`config.mk`:
```
export PLATFORM = sky130hd
export DESIGN_NAME = stop_and_wait_arq_sender_top
export DESIGN_NICKNAME = d
export VERILOG_FILES = /design/src/rtl/core/sawarq_pkg.sv /design/src/rtl/core/sawarq_front.sv /design/src/rtl/core/sawarq_back.sv /design/src/rtl/core/sawarq_rspq.sv /design/src/rtl/core/stop_and_wait_arq_sender_top.sv
export SDC_FILE = /design/constraint.sdc
export NUM_CORES = 1
export LEC_CHECK = 0
export BUFFER_PORTS_ARGS = -buffer_cell sky130_fd_sc_hd__buf_2
export CAP_MARGIN = 10
export CORE_MARGIN = 2
export CORE_UTILIZATION = 35
export DETAILED_ROUTE_END_ITERATION = 10
export GPL_TIMING_DRIVEN = 0
export SLEW_MARGIN = 30
export SYNTH_ARGS = -nofsm -noshare
export SYNTH_HDL_FRONTEND = slang
export SYNTH_SLANG_ARGS = --single-unit
```
`constraint.sdc`:
```
create_clock -name clock -period 26.9 [get_ports clock]
set_input_delay 1.345 -clock clock [delete_from_list [all_inputs] [get_ports clock]]
set_output_delay 1.345 -clock clock [all_outputs]
set_load 0.05 [all_outputs]
```
`src/rtl/core/sawarq_pkg.sv`:
```
// shared types and codes of the stop-and-wait sender
`default_nettype none
package sawarq_pkg;

   localparam logic [12:0] FRAME_BYTES_MAX = 13'd4096;
   localparam logic [8:0]  SEND_COUNT_MAX  = 9'd511;
   localparam int          CMDQ_DEPTH      = 4;
   localparam int          RSPQ_DEPTH      = 4;

   // input command codes
   localparam logic [1:0] CMD_START   = 2'd0;
   localparam logic [1:0] CMD_ACK     = 2'd1;
   localparam logic [1:0] CMD_TIMEOUT = 2'd2;

   // result kinds
   localparam logic [1:0] RES_SEND   = 2'd0;
   localparam logic [1:0] RES_DONE   = 2'd1;
   localparam logic [1:0] RES_GAVEUP = 2'd2;

   // frame kinds
   localparam logic [1:0] FR_INITIAL = 2'd0;
   localparam logic [1:0] FR_MIDDLE  = 2'd1;
   localparam logic [1:0] FR_FINAL   = 2'd2;

   // register indexes
   localparam logic CSR_FRAME_SIZE  = 1'b0;
   localparam logic CSR_RETRY_LIMIT = 1'b1;

   typedef enum logic [1:0] {
      OP_START,
      OP_ACK,
      OP_TIMEOUT
   } op_type;

   typedef struct packed {
      logic [1:0]  cmd;
      logic [31:0] file_length;
      logic        start_seq;
      logic        ack_number;
   } req_type;

   typedef struct packed {
      logic [1:0]  result_kind;
      logic [1:0]  frame_kind;
      logic [31:0] frame_offset;
      logic [12:0] frame_length;
      logic        frame_seq;
      logic        is_resend;
      logic        last;
   } rsp_type;

   typedef struct packed {
      op_type      op;
      logic [31:0] file_length;
      logic        start_seq;
      logic        ack_number;
   } cls_type;

   // results that the back end writes in the same cycle
   typedef struct packed {
      logic [1:0] count;
      rsp_type    first;
      rsp_type    second;
   } rsp_wr_type;

endpackage
`default_nettype wire

```
`src/rtl/core/sawarq_front.sv`:
```
// front end: takes request beats, classifies them and queues the known ones for the back end
`default_nettype none
module sawarq_front (
   input  wire                 clock,
   input  wire                 reset,
   input  wire                 push,
   output logic                full,
   input  sawarq_pkg::req_type req_data,
   output logic                cls_valid,
   input  wire                 cls_take,
   output sawarq_pkg::cls_type cls_data
);
   import sawarq_pkg::*;

   localparam int PtrW = $clog2(CMDQ_DEPTH);
   localparam int CntW = $clog2(CMDQ_DEPTH + 1);

   cls_type         mem [CMDQ_DEPTH];
   logic [PtrW-1:0] wr_ptr_ff, wr_ptr_in, rd_ptr_ff, rd_ptr_in;
   logic [CntW-1:0] count_ff, count_in;
   cls_type         cls_item;
   logic            cls_known;
   logic            wr_en, rd_en;

   always_comb begin
      cls_item.file_length = req_data.file_length;
      cls_item.start_seq   = req_data.start_seq;
      cls_item.ack_number  = req_data.ack_number;
      cls_known            = 1'b1;
      case (req_data.cmd)
         CMD_START:   cls_item.op = OP_START;
         CMD_ACK:     cls_item.op = OP_ACK;
         CMD_TIMEOUT: cls_item.op = OP_TIMEOUT;
         default: begin
            // unknown command: beat is taken and dropped
            cls_item.op = OP_TIMEOUT;
            cls_known   = 1'b0;
         end
      endcase
   end

   assign full      = (count_ff == CntW'(CMDQ_DEPTH));
   assign cls_valid = (count_ff != '0);
   assign cls_data  = mem[rd_ptr_ff];
   assign wr_en     = push && !full && cls_known;
   assign rd_en     = cls_take && cls_valid;

   always_comb begin
      wr_ptr_in = wr_en ? wr_ptr_ff + PtrW'(1) : wr_ptr_ff;
      rd_ptr_in = rd_en ? rd_ptr_ff + PtrW'(1) : rd_ptr_ff;
      count_in  = count_ff + CntW'(wr_en) - CntW'(rd_en);
   end

   always_ff @(posedge clock) begin
      if (reset) begin
         wr_ptr_ff <= '0;
         rd_ptr_ff <= '0;
         count_ff  <= '0;
      end else begin
         wr_ptr_ff <= wr_ptr_in;
         rd_ptr_ff <= rd_ptr_in;
         count_ff  <= count_in;
      end
   end

   always_ff @(posedge clock) begin
      if (wr_en) begin
         mem[wr_ptr_ff] <= cls_item;
      end
   end

endmodule
`default_nettype wire

```
`src/rtl/core/sawarq_back.sv`:
```
// back end: transfer state, framing, retry counting and the register file
`default_nettype none
module sawarq_back (
   input  wire                    clock,
   input  wire                    reset,
   input  wire                    csr_valid,
   input  wire                    csr_index,
   input  wire  [12:0]            csr_wdata,
   input  wire                    cls_valid,
   output logic                   cls_take,
   input  sawarq_pkg::cls_type    cls_data,
   input  wire                    rsp_room,
   output sawarq_pkg::rsp_wr_type rsp_wr
);
   import sawarq_pkg::*;

   logic [12:0] frame_size_ff;
   logic [7:0]  retry_limit_ff;

   logic        busy_ff, busy_in;
   logic [31:0] remaining_ff, remaining_in;
   logic [31:0] next_offset_ff, next_offset_in;
   logic        seq_ff, seq_in;
   logic [8:0]  send_count_ff, send_count_in;
   logic        final_ff, final_in;
   logic [1:0]  cur_kind_ff, cur_kind_in;
   logic [12:0] cur_length_ff, cur_length_in;
   logic [31:0] cur_offset_ff, cur_offset_in;

   logic [12:0] size_eff;
   logic        do_build, build_first, do_send, do_done, resend, gave_up;
   logic        exec;

   assign exec     = cls_valid && rsp_room;
   assign cls_take = exec;

   always_comb begin
      if (frame_size_ff == '0) begin
         size_eff = 13'd1;
      end else if (frame_size_ff > FRAME_BYTES_MAX) begin
         size_eff = FRAME_BYTES_MAX;
      end else begin
         size_eff = frame_size_ff;
      end
   end

   always_comb begin
      busy_in        = busy_ff;
      remaining_in   = remaining_ff;
      next_offset_in = next_offset_ff;
      seq_in         = seq_ff;
      send_count_in  = send_count_ff;
      final_in       = final_ff;
      cur_kind_in    = cur_kind_ff;
      cur_length_in  = cur_length_ff;
      cur_offset_in  = cur_offset_ff;
      do_build       = 1'b0;
      build_first    = 1'b0;
      do_send        = 1'b0;
      do_done        = 1'b0;
      resend         = 1'b0;
      gave_up        = 1'b0;

      if (exec) begin
         case (cls_data.op)
            OP_START: begin
               if (!busy_ff) begin
                  busy_in        = 1'b1;
                  remaining_in   = cls_data.file_length;
                  next_offset_in = '0;
                  seq_in         = cls_data.start_seq;
                  do_build       = 1'b1;
                  build_first    = 1'b1;
                  do_send        = 1'b1;
               end
            end
            OP_ACK, OP_TIMEOUT: begin
               if (busy_ff) begin
                  if (cls_data.op == OP_ACK && cls_data.ack_number == seq_ff) begin
                     if (final_ff) begin
                        do_done = 1'b1;
                        busy_in = 1'b0;
                     end else begin
                        remaining_in   = remaining_ff - 32'(cur_length_ff);
                        next_offset_in = next_offset_ff + 32'(cur_length_ff);
                        seq_in         = !seq_ff;
                        do_build       = 1'b1;
                        do_send        = 1'b1;
                     end
                  end else begin
                     do_send = 1'b1;
                     resend  = 1'b1;
                  end
               end
            end
            default: begin
            end
         endcase
      end

      if (do_build) begin
         cur_offset_in = next_offset_in;
         send_count_in = '0;
         if (remaining_in > 32'(size_eff)) begin
            cur_length_in = size_eff;
            cur_kind_in   = build_first ? FR_INITIAL : FR_MIDDLE;
            final_in      = 1'b0;
         end else begin
            // rest of the file fits, so at most FRAME_BYTES_MAX bytes
            cur_length_in = remaining_in[12:0];
            cur_kind_in   = FR_FINAL;
            final_in      = 1'b1;
         end
      end

      if (do_send) begin
         if (send_count_in != SEND_COUNT_MAX) begin
            send_count_in = send_count_in + 9'd1;
         end
         if (final_in && send_count_in > {1'b0, retry_limit_ff}) begin
            gave_up = 1'b1;
            busy_in = 1'b0;
         end
      end
   end

   always_comb begin
      rsp_wr.first.result_kind  = do_done ? RES_DONE : RES_SEND;
      rsp_wr.first.frame_kind   = cur_kind_in;
      rsp_wr.first.frame_offset = cur_offset_in;
      rsp_wr.first.frame_length = cur_length_in;
      rsp_wr.first.frame_seq    = seq_in;
      rsp_wr.first.is_resend    = resend;
      rsp_wr.first.last         = !gave_up;
      rsp_wr.second             = rsp_wr.first;
      rsp_wr.second.result_kind = RES_GAVEUP;
      rsp_wr.second.is_resend   = 1'b0;
      rsp_wr.second.last        = 1'b1;
      if (gave_up) begin
         rsp_wr.count = 2'd2;
      end else if (do_send || do_done) begin
         rsp_wr.count = 2'd1;
      end else begin
         rsp_wr.count = 2'd0;
      end
   end

   always_ff @(posedge clock) begin
      if (reset) begin
         frame_size_ff  <= FRAME_BYTES_MAX;
         retry_limit_ff <= 8'd7;
         busy_ff        <= 1'b0;
         remaining_ff   <= '0;
         next_offset_ff <= '0;
         seq_ff         <= 1'b0;
         send_count_ff  <= '0;
         final_ff       <= 1'b0;
         cur_kind_ff    <= FR_INITIAL;
         cur_length_ff  <= '0;
         cur_offset_ff  <= '0;
      end else begin
         if (csr_valid) begin
            case (csr_index)
               CSR_FRAME_SIZE:  frame_size_ff  <= csr_wdata;
               CSR_RETRY_LIMIT: retry_limit_ff <= csr_wdata[7:0];
               default: begin
               end
            endcase
         end
         busy_ff        <= busy_in;
         remaining_ff   <= remaining_in;
         next_offset_ff <= next_offset_in;
         seq_ff         <= seq_in;
         send_count_ff  <= send_count_in;
         final_ff       <= final_in;
         cur_kind_ff    <= cur_kind_in;
         cur_length_ff  <= cur_length_in;
         cur_offset_ff  <= cur_offset_in;
      end
   end

endmodule
`default_nettype wire

```
`src/rtl/core/sawarq_rspq.sv`:
```
// result queue: takes up to two results a cycle, hands out one per pop
`default_nettype none
module sawarq_rspq (
   input  wire                    clock,
   input  wire                    reset,
   input  sawarq_pkg::rsp_wr_type rsp_wr,
   output logic                   rsp_room,
   output logic                   empty,
   input  wire                    pop,
   output sawarq_pkg::rsp_type    rsp_data
);
   import sawarq_pkg::*;

   localparam int PtrW = $clog2(RSPQ_DEPTH);
   localparam int CntW = $clog2(RSPQ_DEPTH + 1);

   rsp_type         mem [RSPQ_DEPTH];
   logic [PtrW-1:0] wr_ptr_ff, wr_ptr_in, rd_ptr_ff, rd_ptr_in;
   logic [CntW-1:0] count_ff, count_in;
   logic            rd_en;

   // the back end may write two results, so keep two slots free
   assign rsp_room = (count_ff <= CntW'(RSPQ_DEPTH - 2));
   assign empty    = (count_ff == '0);
   assign rsp_data = mem[rd_ptr_ff];
   assign rd_en    = pop && !empty;

   always_comb begin
      wr_ptr_in = wr_ptr_ff + PtrW'(rsp_wr.count);
      rd_ptr_in = rd_en ? rd_ptr_ff + PtrW'(1) : rd_ptr_ff;
      count_in  = count_ff + CntW'(rsp_wr.count) - CntW'(rd_en);
   end

   always_ff @(posedge clock) begin
      if (reset) begin
         wr_ptr_ff <= '0;
         rd_ptr_ff <= '0;
         count_ff  <= '0;
      end else begin
         wr_ptr_ff <= wr_ptr_in;
         rd_ptr_ff <= rd_ptr_in;
         count_ff  <= count_in;
      end
   end

   always_ff @(posedge clock) begin
      if (rsp_wr.count != 2'd0) begin
         mem[wr_ptr_ff] <= rsp_wr.first;
      end
      if (rsp_wr.count == 2'd2) begin
         mem[wr_ptr_ff + PtrW'(1)] <= rsp_wr.second;
      end
   end

endmodule
`default_nettype wire

```
`src/rtl/core/stop_and_wait_arq_sender_top.sv`:
```
// Stop-and-wait (alternating bit) sender: control path top level.
// A start beat loads the file length and first sequence bit; the block issues one send
// result per frame, advances on a matching ack, resends on a timeout or a wrong ack and
// reports completion or give-up on the final frame. A request beat is taken every cycle
// while full is low; it is registered in the command queue, and the back end takes it from
// there and registers its results in the result queue. The back end handles one beat per
// cycle while the result queue has room; the result queue drains one result per pop, so a
// beat that causes two results (send plus give-up) costs two pops. Ignored beats produce no
// result. Register writes are taken every cycle (csr_ready is always high).
`default_nettype none
module stop_and_wait_arq_sender_top (
   input  wire                 clock,
   input  wire                 reset,
   input  wire                 push,
   output logic                full,
   input  sawarq_pkg::req_type req_data,
   output logic                empty,
   input  wire                 pop,
   output sawarq_pkg::rsp_type rsp_data,
   input  wire                 csr_valid,
   output logic                csr_ready,
   input  wire                 csr_index,
   input  wire  [12:0]         csr_wdata
);
   import sawarq_pkg::*;

   logic       cls_valid;
   logic       cls_take;
   cls_type    cls_data;
   logic       rsp_room;
   rsp_wr_type rsp_wr;

   assign csr_ready = 1'b1;

   sawarq_front u_front (
      .clock     (clock),
      .reset     (reset),
      .push      (push),
      .full      (full),
      .req_data  (req_data),
      .cls_valid (cls_valid),
      .cls_take  (cls_take),
      .cls_data  (cls_data)
   );

   sawarq_back u_back (
      .clock     (clock),
      .reset     (reset),
      .csr_valid (csr_valid),
      .csr_index (csr_index),
      .csr_wdata (csr_wdata),
      .cls_valid (cls_valid),
      .cls_take  (cls_take),
      .cls_data  (cls_data),
      .rsp_room  (rsp_room),
      .rsp_wr    (rsp_wr)
   );

   sawarq_rspq u_rspq (
      .clock    (clock),
      .reset    (reset),
      .rsp_wr   (rsp_wr),
      .rsp_room (rsp_room),
      .empty    (empty),
      .pop      (pop),
      .rsp_data (rsp_data)
   );

endmodule
`default_nettype wire

```
# --- Yosys cells after proc, flatten, opt, wreduce, memory -nomap -nowiden ---
# Memory sizes are Yosys's and may differ from the RTL's. A register that Yosys moved wholly into a read port is not among the register bits.
# Index checks and enable logic that the tools add are counted.
word_totals:
  out_inout_bits: 55
  word_cells: 140
  mem_bits_rw: 352
  mem_count: 2
  ff_bits: 158
op_classes:
  n_eq_ne: 8
  addsub: 12
  reduce_logical: 22
  bitwise_logic: 1
  muxes: 74
  n_lt_le_gt_ge: 4
mem_list:
  columns: ["memory", "words", "width", "rd", "rd_ports_with_merged_regs", "write_ports", "line", "rtl"]
  rows:
  - ["u_rspq.mem", 4, 52, 1, 1, 2, "sawarq_rspq.sv:17", "rsp_type mem [RSPQ_DEPTH];"]
  - ["u_front.mem", 4, 36, 1, 1, 1, "sawarq_front.sv:18", "cls_type mem [CMDQ_DEPTH];"]
ops:
  columns: ["op", "n"]
  rows:
  - ["32-bit 2-to-1 mux", 11]
  - ["32-bit one-hot mux with 2 select lines", 2]
  - ["13-bit 2-to-1 mux", 4]
  - ["1-bit 2-to-1 mux", 41]
  - ["9-bit 2-to-1 mux", 4]
  - ["32-bit by 13-bit adder with 32-bit output", 1]
  - ["32-bit by 13-bit > comparator with 1-bit output", 1]
  - ["32-bit by 13-bit subtractor with 32-bit output", 1]
  - ["2-bit 2-to-1 mux", 7]
  - ["13-bit > comparator, second input constant", 1]
  - ["13-bit logical NOT", 1]
  - ["9-bit by 1-bit adder with 9-bit output, second input constant", 1]
  - ["9-bit by 8-bit > comparator with 1-bit output", 1]
  - ["9-bit != test, second input constant", 1]
  - ["2-bit by 1-bit adder with 2-bit output, second input constant", 4]
  - ["1-bit one-hot mux with 2 select lines", 4]
  - ["1-bit logical AND", 7]
  - ["2-bit equality test, second input constant", 3]
  - ["3-bit by 1-bit subtractor with 3-bit output", 2]
  - ["2-bit by 1-bit equality test with 1-bit output, second input constant", 2]
  - ["1-bit logical NOT", 4]
  - ["2-bit logical NOT", 2]
  - ["2-bit one-hot mux with 2 select lines", 1]
  - ["2-bit AND reduction", 2]
  - ["13 further kinds", 13]

# --- Depth between registers and ports, before layout ---
logic_depth:
  ltp_word: 18
  mapped_depth: 35
  ltp_nobuf: 30

# --- Modules after synthesis ---
# Synthesis repeated with hierarchy kept, for this count alone.
unflattened:
  cells_unflattened: 2159
  hier_area_um2: 26397.8
by_module_without_submodules:
  columns: ["mod", "n_inst", "seq_area_each_um2", "cells_per_inst", "area_per_inst_um2"]
  rows:
  - ["sawarq_rspq", 1, 6426.2, 553, 10556.4]
  - ["sawarq_back", 1, 2882.8, 1365, 10074.7]
  - ["sawarq_front", 1, 4504.3, 239, 5755.5]
  - ["stop_and_wait_arq_sender_top", 1, 0.0, 2, 11.3]

# --- Worst setup path before layout ---
# OpenSTA, ideal clock, no wires.
synth_path:
  path_type: "register to register"
  from: "reg (tool-made name)"
  to: "mem u_rspq.mem[1][10] (netlist name), enable pin"
  path_buffers: 7
  t_arrival_ps: 8230
  required_time_ps: 26498
  path_slack_ps: 18268
  setup_time_ps: 402
  stages_incl_launch_ff: 32
  cell_sequence: "dfxtp_1 buf_6 buf_1 clkbuf_1 mux4_2 inv_1 ha_1 clkbuf_1 inv_1 nor3_1 nand2_1 clkbuf_1 and3_1 ha_1 and3_1 and3_1 and3_1 nand3_1 mux2_2 ha_1 nor2b_1 o21a_1 o21a_1 o211ai_1 a211oi_1 nor2_1 a211oi_1 a21oi_4 a211o_1 buf_4 buf_6 inv_1"
synth_rtl:
  columns: ["item", "line"]
  rows:
  - ["to (decl)", "sawarq_rspq.sv:17"]

==> flow_summary_export.csv <==
group,metric,value,unit
cts,cts_made_buffers,55,
layout,fin_nets,2301,
cts,path_clk_slew,0.06,ns
route,drc_errors,0,
timing,rsz0062_at_grt,"no",
synth,async_flop_share,0,
route,viasPerCell,5.42,
grt,grt.overflow.total,0,
synth,avgSynthCellArea,11.7,um2
place,place_inst,2994,
cts,cts_root_buf,"clkbuf_16",
cts,h-tree-depth,2,
synth,synthCells,2007,
die,pin_count,110,
die,die_area,69300,um2
die,std_cell_rows,95,
setup_path,cp-start-kind,"flip-flop",
die,initial_core_util,0.352,
grt,grt_max_degree,37,
route,antenna_left,0,
setup_path,crit_required,27.36,ns
place,portBuffers,107,
cts,max-clock-path-buffers,3,
route,routed-via-count,16814,
grt,grt_use_total,0.189,
timing,setup_violations,0,
synth,ys_ff_latch,514,
run,cap_violations,0,
synth,synth_warnings,0,
route,totalWireLength,66300,um
synth,seq_area_frac_synth,0.580,
die,core,66800,um2
grt,grt_pass1_vias,16806,
timing,worst_slew_pin_slew,1.05,ns
timing,max_freq,0.0985,GHz
setup_path,cpLargestDelayFamily,"buffers and inverters",
setup_path,path_class,"flip-flop to flip-flop",
synth,synth_top_area_cell,"edfxtp_1",
setup_path,crit_path_end_kind,"flip-flop",
cts,hold_buffers,0,
route,wl_per_cell,21.4,um
timing,finalHoldViolCount,0,
timing,relSlewSlack,0.297,
cts,post_cts_buffers,0,
cts,cts_tree,"yes",
layout,area_growth,15.4,%
synth,ys.flop_type,"edfxtp_1",
synth,synth.most_common_cell,"nor2_1",
synth,netlist_area,23500,um2
cts,insertion_delay,0.63,ns
setup_path,worst-path-buf-inv,8,
hold_path,min_path_type,"flip-flop to flip-flop",
grt,antenna_found_initial,2,
cts,post_cts_resized,0,
synth,syn_nets,2127,
grt,grt_pass1_wl,100000,um
power_and_ir_drop,vdd_drop_max,68.4,uV
place,gp_congestion,0.902,
route,drt_iter0_markers,1498,
die,die_x,263,um
die,die_h,263,um
synth,synth_common_cells,"346 x nor2_1, 336 x edfxtp_1, 178 x dfxtp_1, 160 x nand2_1, 119 x a21oi_1",
cts,cts.sinks,514,
setup_path,crit_path_max_incr_delay,0.72,ns
synth,synth_top_area_share,0.429,
synth,synthTopCellsByArea,"edfxtp_1 43%, dfxtp_1 15%, mux4_2 8.4%",
synth,synth_edf_count,336,
timing,clock_skew,0.0260,ns
setup_path,crit_fanout,10,
place,dp_hpwl,47300,um
route,firstDrtPassIters,5,
timing,fin_tns_setup,0,ns
power_and_ir_drop,power,3.09,mW
power_and_ir_drop,leakagePower,9.15,nW
run_status,status,"finished clean",
layout,instances_no_fill,3100,
synth,synthDistinctLibCells,81,
timing,slew_viol_final,0,
setup_path,crit_slowest_cell,"clkbuf_1",
timing,fin_crit,10.15,ns
layout,drive_gt1_frac,0.158,
power_and_ir_drop,power_density,114,nW/um2
timing,fin_crit_sh,0.377,
setup_path,critPathArrivalTime,10.62,ns
## area by class of cell
| class | count | area (um2) |
|---|---|---|
| repair buffers | 117 | 658 |
| plain buffers | 112 | 490 |
| multi-input cells | 1319 | 9180 |
| clock buffers | 70 | 1490 |
| inverters | 62 | 243 |
| flip-flops and latches | 514 | 13700 |
| clock inverters | 32 | 337 |
| fillers | 6403 | 39700 |
| well taps | 873 | 1090 |
| diodes | 1 | 2.50 |
## state kept, by name, summed over array words and instances (netlist names), named ones only
register / flops
u_rspq.mem: 208
u_front.rd_ptr_ff: 2
u_back.next_offset_ff: 32
u_front.mem: 144
u_back.frame_size_ff: 13
u_rspq.rd_ptr_ff: 2
u_rspq.count_ff: 3
u_back.cur_kind_ff: 2
u_back.final_ff: 1
u_front.count_ff: 3
u_back.seq_ff: 1
u_back.cur_offset_ff: 32
u_back.cur_length_ff: 13
u_back.send_count_ff: 9
u_back.remaining_ff: 32
u_back.busy_ff: 1
u_rspq.wr_ptr_ff: 2
u_back.retry_limit_ff: 8
u_front.wr_ptr_ff: 2
## placed cells by master (no fill, tap or decap), types with 56 or more instances in the layout
cell	count
a21oi_1	119
buf_2	129
clkbuf_1	79
clkbuf_16	56
dfxtp_1	178
edfxtp_1	336
ha_1	61
inv_1	58
mux4_2	88
nand2_1	160
nor2_1	346
o21ai_0	64
## routing by layer
layer  routed length (um)  vias up  track usage
li1                     -     7778            -
met1                28700     8325        0.251
met2                31700      590        0.317
met3                 3940      119       0.0290
met4                 1910        2       0.0612
met5                   13        -            0
## through the flow
stage               cell area, um2   util  worst slack [ns]  hold WS [ns]
finish                       27100  0.406             16.75         0.462
global route                 27100  0.406             15.90         0.478
CTS                          27100  0.406             16.58         0.464
detailed placement           25300  0.379             16.65         0.455
global placement             25100  0.376             14.98         0.439
floorplan                    23500      -             18.27         0.421
## report_power, final
| part | switching, mW | leakage (nW) | internal [mW] |
|---|---|---|---|
| clock network | 0.325 | 0.889 | 0.441 |
| logic | 0.907 | 3.95 | 0.394 |
| registers | 0.0519 | 4.31 | 0.970 |
| total | 1.28 | 9.15 | 1.81 |
## worst reg2reg max path, delay by kind of cell (launching register included)
kind / cells / cell delay, ns
compound gates: 6 / 1.08
fa+ha+maj: 5 / 1.41
xor+xnor: 2 / 0.35
flops: 1 / 0.32
simple gates: 10 / 2.81
mux: 2 / 1.04
buf+inv: 8 / 2.98
## final timing paths
kind / start / end / slack (ns) / cells after the start
min reg2reg: u_back.retry_limit_ff[6]$_SDFFE_PP0P_ / u_back.retry_limit_ff[6]$_SDFFE_PP0P_ / 0.46 / 2
max: flip-flop / u_rspq.count_ff[2]$_SDFF_PP0_ / 16.75 / 33
max reg2reg: flip-flop / u_rspq.count_ff[2]$_SDFF_PP0_ / 16.75 / 33
min: u_back.retry_limit_ff[6]$_SDFFE_PP0P_ / u_back.retry_limit_ff[6]$_SDFFE_PP0P_ / 0.46 / 2
## kinds of logic after synthesis
kind of cell             Yosys count  synth area share
other                              1          0.000159
AO/OA/AOI/OAI                    380             0.106
AND/OR/NAND/NOR                  719             0.137
XOR/XNOR                          52            0.0197
buffers and inverters            174            0.0306
adder cells (fa/ha/maj)           65            0.0359
multiplexers                     102            0.0903
flip-flops                       514             0.580
Note: power is estimated with default switching activity, not from simulation.
